--- src/sv/block_bump_allocator_assert.svh ---
// Assertion macros used by the block bump allocator sequencer.
`ifndef BLOCK_BUMP_ALLOCATOR_ASSERT_SVH
`define BLOCK_BUMP_ALLOCATOR_ASSERT_SVH

// The consequent must hold in the same cycle as the antecedent.
`define BBA_ASSERT_SAME(label, ante, cons, msg) \
	label: assert property (@(posedge clk) disable iff (!arst_n) (ante) |-> (cons)) \
		else $error(msg);

// The consequent must hold in the cycle after the antecedent.
`define BBA_ASSERT_NEXT(label, ante, cons, msg) \
	label: assert property (@(posedge clk) disable iff (!arst_n) (ante) |=> (cons)) \
		else $error(msg);

`endif

--- src/sv/bba_pkg.sv ---
// Types, constants and codes shared by the block bump allocator.
package bba_pkg;

	localparam int BLOCK_BYTES = 4096;
	localparam int BLOCK_LIMIT = 64;
	localparam int MAX_BLOCKS  = 64;

	localparam int BLK_W    = $clog2(MAX_BLOCKS);
	localparam int CNT_W    = $clog2(BLOCK_LIMIT + 1);
	localparam int LINK_W   = 7;
	localparam int FILL_W   = 13;
	localparam int LEN_W    = 16;
	localparam int OFF_W    = 16;
	localparam int ROOM_W   = 17;
	localparam int CMP_W    = 8;

	localparam logic [LINK_W-1:0] NO_LINK = {LINK_W{1'b1}};

	typedef enum logic {
		OP_ALLOC = 1'b0,
		OP_FREE  = 1'b1
	} opcode_t;

	typedef enum logic [2:0] {
		ST_OK         = 3'd0,
		ST_TOO_LONG   = 3'd1,
		ST_EXHAUSTED  = 3'd2,
		ST_BAD_BLOCK  = 3'd3,
		ST_BAD_OFFSET = 3'd4,
		ST_OVER_FREE  = 3'd5
	} status_t;

	typedef enum logic [2:0] {
		S_INIT,
		S_IDLE,
		S_EXEC,
		S_MOVE,
		S_LINK
	} state_t;

	typedef struct packed {
		opcode_t           opcode;
		logic [LEN_W-1:0]  length;
		logic [BLK_W-1:0]  block_index;
		logic [OFF_W-1:0]  byte_offset;
	} req_t;

	typedef struct packed {
		logic              ok;
		status_t           status;
		logic [BLK_W-1:0]  granted_block;
		logic [FILL_W-1:0] granted_offset;
	} rsp_t;

	typedef struct packed {
		logic              we;
		logic [BLK_W-1:0]  waddr;
		logic [FILL_W-1:0] wdata;
		logic [BLK_W-1:0]  raddr;
	} fill_port_t;

	typedef struct packed {
		logic              we;
		logic [BLK_W-1:0]  waddr;
		logic [LINK_W-1:0] wdata;
		logic [BLK_W-1:0]  raddr;
	} link_port_t;

endpackage

--- src/sv/bba_ram.sv ---
// Single-port-write, single-port-read synchronous RAM with registered read data.
module bba_ram #(
	parameter int WIDTH = 8,
	parameter int DEPTH = 64
) (
	input  logic                     clk,
	input  logic                     we,
	input  logic [$clog2(DEPTH)-1:0] waddr,
	input  logic [WIDTH-1:0]         wdata,
	input  logic [$clog2(DEPTH)-1:0] raddr,
	output logic [WIDTH-1:0]         rdata
);

	logic [WIDTH-1:0] mem [DEPTH];

	always_ff @(posedge clk) begin
		if (we) begin
			mem[waddr] <= wdata;
		end
	end

	always_ff @(posedge clk) begin
		rdata <= mem[raddr];
	end

endmodule

--- src/sv/bba_ctrl.sv ---
// Request sequencer: reads, checks, updates and writes back the fill and link memories.
`include "block_bump_allocator_assert.svh"

module bba_ctrl (
	input  logic                        clk,
	input  logic                        arst_n,
	input  logic                        req_valid,
	output logic                        req_stall,
	input  bba_pkg::req_t               req,
	input  logic                        out_free,
	output logic                        result_valid,
	output bba_pkg::rsp_t               result,
	output bba_pkg::fill_port_t         fill_port,
	input  logic [bba_pkg::FILL_W-1:0]  fill_rd,
	output bba_pkg::link_port_t         link_port,
	input  logic [bba_pkg::LINK_W-1:0]  link_rd
);

	import bba_pkg::*;

	state_t            state_q, state_d;
	req_t              req_q, req_d;
	logic [BLK_W-1:0]  cur_q, cur_d;
	logic              present_q, present_d;
	logic [CNT_W-1:0]  created_q, created_d;
	logic              moved_q, moved_d;
	logic [LINK_W-1:0] saved_link_q, saved_link_d;

	logic [ROOM_W-1:0] fill_ext, len_ext, bb_ext;
	logic              too_long, no_room, link_ok, can_expand;
	logic              bad_block, bad_off, over_free;
	logic [FILL_W-1:0] fill_sum, fill_new;
	logic [BLK_W-1:0]  new_blk;

	assign fill_ext   = ROOM_W'(fill_rd);
	assign len_ext    = ROOM_W'(req_q.length);
	assign bb_ext     = ROOM_W'(BLOCK_BYTES);
	assign too_long   = len_ext > bb_ext;
	// Room check is guarded against unsigned wrap: an overfilled block never counts as short.
	assign no_room    = present_q && !moved_q && (fill_ext <= bb_ext) &&
		((bb_ext - fill_ext) < len_ext);
	assign link_ok    = (CMP_W'(link_rd) < CMP_W'(BLOCK_LIMIT)) &&
		(CMP_W'(link_rd) < CMP_W'(created_q));
	assign can_expand = CMP_W'(created_q) < CMP_W'(BLOCK_LIMIT);
	assign new_blk    = created_q[BLK_W-1:0];
	assign bad_block  = CMP_W'(req_q.block_index) >= CMP_W'(created_q);
	assign bad_off    = ROOM_W'(req_q.byte_offset) >= bb_ext;
	assign over_free  = fill_ext < len_ext;
	assign fill_sum   = fill_rd + FILL_W'(req_q.length);
	assign fill_new   = fill_rd - FILL_W'(req_q.length);

	assign req_stall  = (state_q != S_IDLE);

	always_comb begin
		state_d          = state_q;
		req_d            = req_q;
		cur_d            = cur_q;
		present_d        = present_q;
		created_d        = created_q;
		moved_d          = moved_q;
		saved_link_d     = saved_link_q;
		result_valid     = 1'b0;
		result           = '{ok: 1'b0, status: ST_OK, granted_block: '0, granted_offset: '0};
		fill_port.we     = 1'b0;
		fill_port.waddr  = '0;
		fill_port.wdata  = '0;
		link_port.we     = 1'b0;
		link_port.waddr  = '0;
		link_port.wdata  = NO_LINK;
		link_port.raddr  = cur_q;
		if (state_q == S_IDLE) begin
			fill_port.raddr = (req.opcode == OP_FREE) ? req.block_index : cur_q;
		end else begin
			fill_port.raddr = (req_q.opcode == OP_FREE) ? req_q.block_index : cur_q;
		end

		unique case (state_q)
			S_INIT: begin
				// Block zero exists from reset; the others are written when created.
				fill_port.we    = 1'b1;
				fill_port.waddr = '0;
				fill_port.wdata = '0;
				link_port.we    = 1'b1;
				link_port.waddr = '0;
				link_port.wdata = NO_LINK;
				state_d         = S_IDLE;
			end
			S_IDLE: begin
				if (req_valid) begin
					req_d   = req;
					moved_d = 1'b0;
					state_d = S_EXEC;
				end
			end
			S_MOVE: begin
				state_d = S_EXEC;
			end
			S_LINK: begin
				link_port.we    = 1'b1;
				link_port.waddr = req_q.block_index;
				link_port.wdata = saved_link_q;
				state_d         = S_IDLE;
			end
			S_EXEC: begin
				if (req_q.opcode == OP_ALLOC) begin
					if (too_long) begin
						if (out_free) begin
							result.status = ST_TOO_LONG;
							result_valid  = 1'b1;
							state_d       = S_IDLE;
						end
					end else if (no_room && link_ok) begin
						// Step to the recycled block; its fill level is read next cycle.
						cur_d   = link_rd[BLK_W-1:0];
						moved_d = 1'b1;
						state_d = S_MOVE;
					end else if (out_free) begin
						result_valid = 1'b1;
						state_d      = S_IDLE;
						if (!present_q || no_room) begin
							if (can_expand) begin
								fill_port.we          = 1'b1;
								fill_port.waddr       = new_blk;
								fill_port.wdata       = FILL_W'(req_q.length);
								link_port.we          = 1'b1;
								link_port.waddr       = new_blk;
								link_port.wdata       = NO_LINK;
								created_d             = created_q + CNT_W'(1);
								cur_d                 = new_blk;
								present_d             = 1'b1;
								result.granted_block  = new_blk;
							end else begin
								present_d     = 1'b0;
								result.status = ST_EXHAUSTED;
							end
						end else begin
							fill_port.we          = 1'b1;
							fill_port.waddr       = cur_q;
							fill_port.wdata       = fill_sum;
							result.granted_block  = cur_q;
							result.granted_offset = fill_rd;
						end
					end
				end else if (out_free) begin
					result_valid = 1'b1;
					state_d      = S_IDLE;
					if (bad_block) begin
						result.status = ST_BAD_BLOCK;
					end else if (bad_off) begin
						result.status = ST_BAD_OFFSET;
					end else if (over_free) begin
						result.status = ST_OVER_FREE;
					end else if (req_q.length != '0) begin
						fill_port.we    = 1'b1;
						fill_port.waddr = req_q.block_index;
						fill_port.wdata = fill_new;
						if (fill_new == '0) begin
							if (!present_q) begin
								cur_d           = req_q.block_index;
								present_d       = 1'b1;
								link_port.we    = 1'b1;
								link_port.waddr = req_q.block_index;
								link_port.wdata = NO_LINK;
							end else if (req_q.block_index != cur_q) begin
								// Splice in after the current block; the freed block's own
								// link takes the old successor in the following cycle.
								link_port.we    = 1'b1;
								link_port.waddr = cur_q;
								link_port.wdata = LINK_W'(req_q.block_index);
								saved_link_d    = link_rd;
								state_d         = S_LINK;
							end
						end
					end
				end
			end
			default: begin
				state_d = S_IDLE;
			end
		endcase
		result.ok = (result.status == ST_OK);
	end

	always_ff @(posedge clk or negedge arst_n) begin
		if (!arst_n) begin
			state_q   <= S_INIT;
			cur_q     <= '0;
			present_q <= 1'b1;
			created_q <= CNT_W'(1);
			moved_q   <= 1'b0;
		end else begin
			state_q   <= state_d;
			cur_q     <= cur_d;
			present_q <= present_d;
			created_q <= created_d;
			moved_q   <= moved_d;
		end
	end

	always_ff @(posedge clk) begin
		req_q        <= req_d;
		saved_link_q <= saved_link_d;
	end

	`BBA_ASSERT_SAME(a_cur_in_pool, present_q, CMP_W'(cur_q) < CMP_W'(created_q), "current block outside created pool")
	`BBA_ASSERT_NEXT(a_accept_exec, state_q == S_IDLE && req_valid, state_q == S_EXEC, "accepted request not executed")
	`BBA_ASSERT_NEXT(a_link_once, state_q == S_LINK, state_q == S_IDLE, "link splice took more than one cycle")
	`BBA_ASSERT_SAME(a_commit_slot, result_valid, state_q == S_EXEC && out_free, "result produced without a free output slot")

endmodule

--- src/sv/block_bump_allocator.sv ---
// Top level of the block bump allocator: memories, sequencer and result register.
//
//   Channel  Signals                       Direction  Content
//   req      req_valid, req_stall, req     in         opcode, length, block_index, byte_offset
//   rsp      rsp_valid, rsp_stall, rsp     out        ok, status, granted_block, granted_offset
//
// A request is taken in its transfer cycle, which issues the memory reads; the execute
// state then checks, updates and writes back. An allocate that steps to a recycled block
// passes through the move state, since the fill level of that block needs its own read
// and a second check; a free that splices a drained block behind the current one passes
// through the link state, for the second link-memory write.
// After reset the block writes the entries of block zero in its init state, with req_stall
// high; every other entry is written when its block is created.
// Results sit in an output register, so the next request is taken while one waits; the
// execute cycle holds while that register is full and rsp_stall is high.
module block_bump_allocator (
	input  logic           clk,
	input  logic           arst_n,
	input  logic           req_valid,
	output logic           req_stall,
	input  bba_pkg::req_t  req,
	output logic           rsp_valid,
	input  logic           rsp_stall,
	output bba_pkg::rsp_t  rsp
);

	import bba_pkg::*;

	fill_port_t        fill_port;
	link_port_t        link_port;
	logic [FILL_W-1:0] fill_rd;
	logic [LINK_W-1:0] link_rd;
	logic              result_valid;
	rsp_t              result;
	logic              out_free;
	logic              rsp_valid_q;
	rsp_t              rsp_q;

	// The output register may be reloaded in the same cycle its result transfers.
	assign out_free  = !rsp_valid_q || !rsp_stall;
	assign rsp_valid = rsp_valid_q;
	assign rsp       = rsp_q;

	bba_ram #(
		.WIDTH(FILL_W),
		.DEPTH(MAX_BLOCKS)
	) u_fill_ram (
		.clk  (clk),
		.we   (fill_port.we),
		.waddr(fill_port.waddr),
		.wdata(fill_port.wdata),
		.raddr(fill_port.raddr),
		.rdata(fill_rd)
	);

	bba_ram #(
		.WIDTH(LINK_W),
		.DEPTH(MAX_BLOCKS)
	) u_link_ram (
		.clk  (clk),
		.we   (link_port.we),
		.waddr(link_port.waddr),
		.wdata(link_port.wdata),
		.raddr(link_port.raddr),
		.rdata(link_rd)
	);

	bba_ctrl u_ctrl (
		.clk         (clk),
		.arst_n      (arst_n),
		.req_valid   (req_valid),
		.req_stall   (req_stall),
		.req         (req),
		.out_free    (out_free),
		.result_valid(result_valid),
		.result      (result),
		.fill_port   (fill_port),
		.fill_rd     (fill_rd),
		.link_port   (link_port),
		.link_rd     (link_rd)
	);

	always_ff @(posedge clk or negedge arst_n) begin
		if (!arst_n) begin
			rsp_valid_q <= 1'b0;
		end else if (result_valid) begin
			rsp_valid_q <= 1'b1;
		end else if (!rsp_stall) begin
			rsp_valid_q <= 1'b0;
		end
	end

	always_ff @(posedge clk) begin
		if (result_valid) begin
			rsp_q <= result;
		end
	end

endmodule
--- config.mk ---
export PLATFORM = sky130hd
export DESIGN_NAME = block_bump_allocator
export DESIGN_NICKNAME = d
export VERILOG_FILES = /design/src/sv/bba_pkg.sv /design/src/sv/bba_ram.sv /design/src/sv/bba_ctrl.sv /design/src/sv/block_bump_allocator.sv
export VERILOG_INCLUDE_DIRS = /design/src /design/src/sv
export SDC_FILE = /design/constraint.sdc
export NUM_CORES = 2
export LEC_CHECK = 0
export ABC_AREA = 1
export BUFFER_PORTS_ARGS = -buffer_cell sky130_fd_sc_hd__buf_2
export CAP_MARGIN = 0
export CORE_MARGIN = 3
export CORE_UTILIZATION = 45
export DETAILED_ROUTE_END_ITERATION = 8
export PLACE_DENSITY = 0.68
export SLEW_MARGIN = 30
export SYNTH_ARGS = -nofsm -noshare
export SYNTH_HDL_FRONTEND = slang
export SYNTH_SLANG_ARGS = --single-unit
--- constraint.sdc ---
create_clock -name clk -period 5.95 [get_ports clk]
set_input_delay 0.2975 -clock clk [delete_from_list [all_inputs] [get_ports clk]]
set_output_delay 0.2975 -clock clk [all_outputs]
set_load 0.01 [all_outputs]
==> results summary <==
The routed design uses 69000 um of met2 wire. The post-route cell area came out at between 60000 and 70000 sq um. The cell area after placement came out at between 60000 and 70000 sq um. The library cells used most frequently in the layout, excluding fill and tap cells, are edfxtp_1, nor2_1, o21ai_0. The area of the mapped netlist is between 50000 and 60000 sq um. Excluding fillers, the count of instances in the completed layout stands at 6461. By area, the combinational part of the netlist is dominated by compound AO/OA/AOI/OAI gates.

The core region is around 130000 sq um. The total global routing overflow came out at 0. Fill cells in the final layout number 10.6k. The average instance in the mapped netlist occupies between 10 and 15 sq um.

Routed signal wires occupy layers up through met4. The number of max-cap violations is 0. The number of global-route vias before repair was 36.0k.

The number of nets in the final layout is between 4k and 5k. The total routed wire length on the met1 layer came out at 61900 um. The pre-antenna-repair detailed-routing pass consisted of 6 iterations.

Global routing used between 20% and 30% of the available tracks across all layers. The clock-pin slew on the worst setup and hold paths came out at ~0.060 ns. Setup repair after global routing left no endpoint under its margin. The number of flops mapped to enable cells by yosys is 1337. In the routed layout, each cell is associated on average with a via count of ~5.9. The depth of the worst register-to-register path came out at 28. The count of synthesis-stage warnings from yosys is 0. The stage delay of the slowest cell on the critical path came out at 0.62 ns.

The post-synthesis sequential area ratio came out at 70.8%. The highest-delay cell along the critical path is nand3_1. The maximum VDD drop came out at between 0.3 and 0.4 mV.

The multiplexer area fraction after synthesis came out at 0%. The routed design has between 100000 and 150000 um of wire. The die span in x came out at about 360 um.

The post-synthesis share of cell area spent on full adders, half adders and majority gates is under 10%. The final critical path takes up between 90% and 100% of the cycle. The required time of the critical path came out at approximately 6.4 ns. The critical path is of the register to register type. The worst setup path is captured at a register. In the detailed route, the total length drawn on met3 is 13100 um. Cells fill between 50 and 60% of the core in the end. The data arrival time at the worst-slack endpoint is 5.88 ns.

The final-report hold violation count is 0. For this run, the leading register cell type out of synthesis is edfxtp_1. The row count is between 100 and 150. The simple logic cell fraction of the synthesized area is 11.5%. The clock drives roughly 1.4k sinks. In this run the worst path has a maximum fanout of 17.

Counting tap cells, the placed design contains a total of 6181 instances. The first-pass GRT wire length came out at between 200000 and 250000 um. The final HPWL from detailed placement came out at between 80000 and 90000 um. The CTS H-tree depth came out at 4.

The initial DRC count is 4779. The post-cts sizing count is 0. The die outline height came out at around 360 um. The tightest min-delay check is of the primary input to async pin type.

The number of buffers inserted by post-CTS setup repair is 0. The synthesized-area fraction occupied by ao, oa, aoi and oai cells is between 10 and 15%. Counting flops with an async set or reset pin after synthesis yields a share of between 1 and 1.5%. The DRC violations left is 0. Counting flops and latches in the post-synthesis netlist gives ~1.4k.

The total area of multi-input combinational cells is 15200 sq um. The number of pins with negative max-slew slack in the final report is 0. For the worst-skew pair, the clock arrives at the later sink with an insertion delay of roughly 0.78 ns.

For the final database, setup skew stands at roughly 0.053 ns. Counting I/O delays and the setup requirement, the final critical path takes 5.44 ns. In this run the critical register-to-register path is launched from u_fill_ram.rdata[1].

In the final layout, flip-flops and latches occupy approximately 41000 sq um. The number of instances in the synthesized netlist came out at ~4.6k. The boundary pin count came out at a little under 70.

The clock root buffer is clkbuf_16. The leakage power total is between 20 and 25 nW. The CTS buffer count came out at 136. The full die area came out at roughly 130000 sq um. The detail-routed net length per standard cell came out at 23.1 um. The initial core utilization came out at 45.4%. The number of different library cells in the post-synthesis netlist is 63.

The worst register-to-register path ends at u_fill_ram.mem[46][0]. The via count came out at ~38k. The initial antenna violation count is 3. The synthesized netlist devotes 0.317% of its cell area to XOR and XNOR gates. The timing-limited maximum frequency came out at between 0.15 and 0.2 GHz. The signed area change from the synthesized netlist to the final layout came out at 12.2%. Entering global routing, the biggest net connects 228 pins. Setup total negative slack on the finished layout was measured at 0 ns. At the end of routability-driven placement, the weighted congestion stood at 0.931. The number of failing setup endpoints in the final timing report came out at 0. The library cell used most frequently in the layout, excluding fill and tap cells, is edfxtp_1. Among the stages of the critical path, the cell type that occurs most often is nand2_1. The maximum buffer depth of the clock tree came out at 3. The CTS tree is done. Measured against its own limit, the worst slew margin works out to between 30% and 40%. The number of nets still failing antenna checks after routing came out at 0. The internal reg-to-reg setup slack is around 0.51 ns. The kind of launch point of the worst setup path is a register. Power spread over the standard cell area amounts to 459 nW/um^2.

The run finished with clean final reports. For the pin with the worst max-slew slack, the measured transition is 1.05 ns. The number of I/O port buffers is 55. The post-route netlist has between 10% and 20% of its cells at a drive strength greater than 1.

The net count after synthesis is 4734.
[metrics by stage]
step | setup WS, ns | total power, W | hold WS, ns
floorplan | 0.542 | 0.0183 | 0.00191
global placement | 0.667 | 0.0215 | 0.274
detailed placement | 0.633 | 0.0216 | 0.280
CTS | 0.569 | 0.0299 | 0.00395
global route | 0.0437 | 0.0312 | 0.0296
finish | 0.511 | 0.0299 | 0.0276
[worst max-delay path: cells and delay by family, from the launching register on]
family                   cells  cell delay (ns)
AND/OR/NAND/NOR             20             3.39
flip-flops                   1             0.38
AO/OA/AOI/OAI                1             0.11
XOR/XNOR                     1             0.17
buffers and inverters        4             0.53
adder cells (fa/ha/maj)      2             0.51
[metal layers]
metal  GRT usage (%)  up-vias
met4            8.16        0
met2            34.3     1815
li1                -    17330
met1            30.7    18722
met3            4.24      272
met5               0        -
[repair_timing]
| action | 4_1_cts | 5_1_grt |
|---|---|---|
| endpoints found under the hold margin | 47 | 0 |
| endpoints found under the setup margin | 0 | 0 |
| hold buffers | 29 | 0 |
[worst max-delay path by stage]
stage	startpoint	endpoint	slack (ns)	depth (start not counted)
after global placement	u_fill_ram.rdata[1]	u_fill_ram.mem[46][6]	0.67	28
after global routing	u_fill_ram.rdata[1]	u_fill_ram.mem[46][0]	0.04	28
after detailed placement	u_fill_ram.rdata[1]	u_fill_ram.mem[46][6]	0.63	28
final	u_fill_ram.rdata[1]	u_fill_ram.mem[46][0]	0.51	28
after CTS	u_fill_ram.rdata[1]	u_fill_ram.mem[46][0]	0.57	28
after floorplan	u_fill_ram.rdata[1]	u_fill_ram.mem[0][7]	0.54	23
[Yosys cell counts, types with 10 or more instances]
| cell | n | area (sq um) |
|---|---|---|
| nand4_1 | 13 | 81.3 |
| nor2_1 | 907 | 3400 |
| o221ai_1 | 125 | 1090 |
| dfxtp_1 | 20 | 400 |
| o22ai_1 | 135 | 845 |
| nor3_1 | 10 | 50.1 |
| buf_4 | 15 | 113 |
| nand2_2 | 27 | 169 |
| ha_1 | 53 | 663 |
| o32ai_1 | 92 | 806 |
| xor2_1 | 16 | 140 |
| nand3_1 | 153 | 766 |
| o211ai_1 | 125 | 938 |
| clkbuf_1 | 210 | 788 |
| inv_1 | 130 | 488 |
| dfrtp_1 | 17 | 425 |
| a21oi_1 | 35 | 175 |
| edfxtp_1 | 1337 | 40100 |
| o21ai_0 | 649 | 3250 |
| nand2_1 | 242 | 908 |
| or2_2 | 119 | 744 |
| buf_2 | 68 | 340 |
| buf_1 | 10 | 37.5 |
| inv_2 | 10 | 37.5 |
[where the power goes]
group          switching [W]  internal [W]
registers           0.000203        0.0117
clock network        0.00369       0.00465
logic                0.00707       0.00255
total                 0.0110        0.0189
[registers in the layout, indices dropped and copies added (netlist names)]
register	count
u_fill_ram.rdata	13
u_link_ram.mem	448
u_ctrl.created_q	7
u_ctrl.cur_q	6
u_link_ram.rdata	7
u_ctrl.len_ext	16
rsp	23
u_ctrl.state_q	3
u_ctrl.present_q	1
rsp_valid	1
u_ctrl.req_q	11
u_ctrl.moved_q	1
u_fill_ram.mem	832
u_ctrl.saved_link_q	7
[area by class of cell]
cell class              instances  area share, %
clock buffers                 173           5.48
flip-flops and latches       1376           63.1
repair buffers                218           2.74
multi-input cells            2811           23.4
well taps                    1662           3.20
clock inverters                74           1.18
inverters                     144          0.854
diodes                          3         0.0115
[logic make-up after synthesis]
logic type,count (synthesis)
and+or+nand+nor,1523
buffers and inverters,449
AOI/OAI and AO/OA,1212
adders and majority gates,55
xor gates and xnor gates,21
DFF,1376
Power figures use the tool's default switching activity.
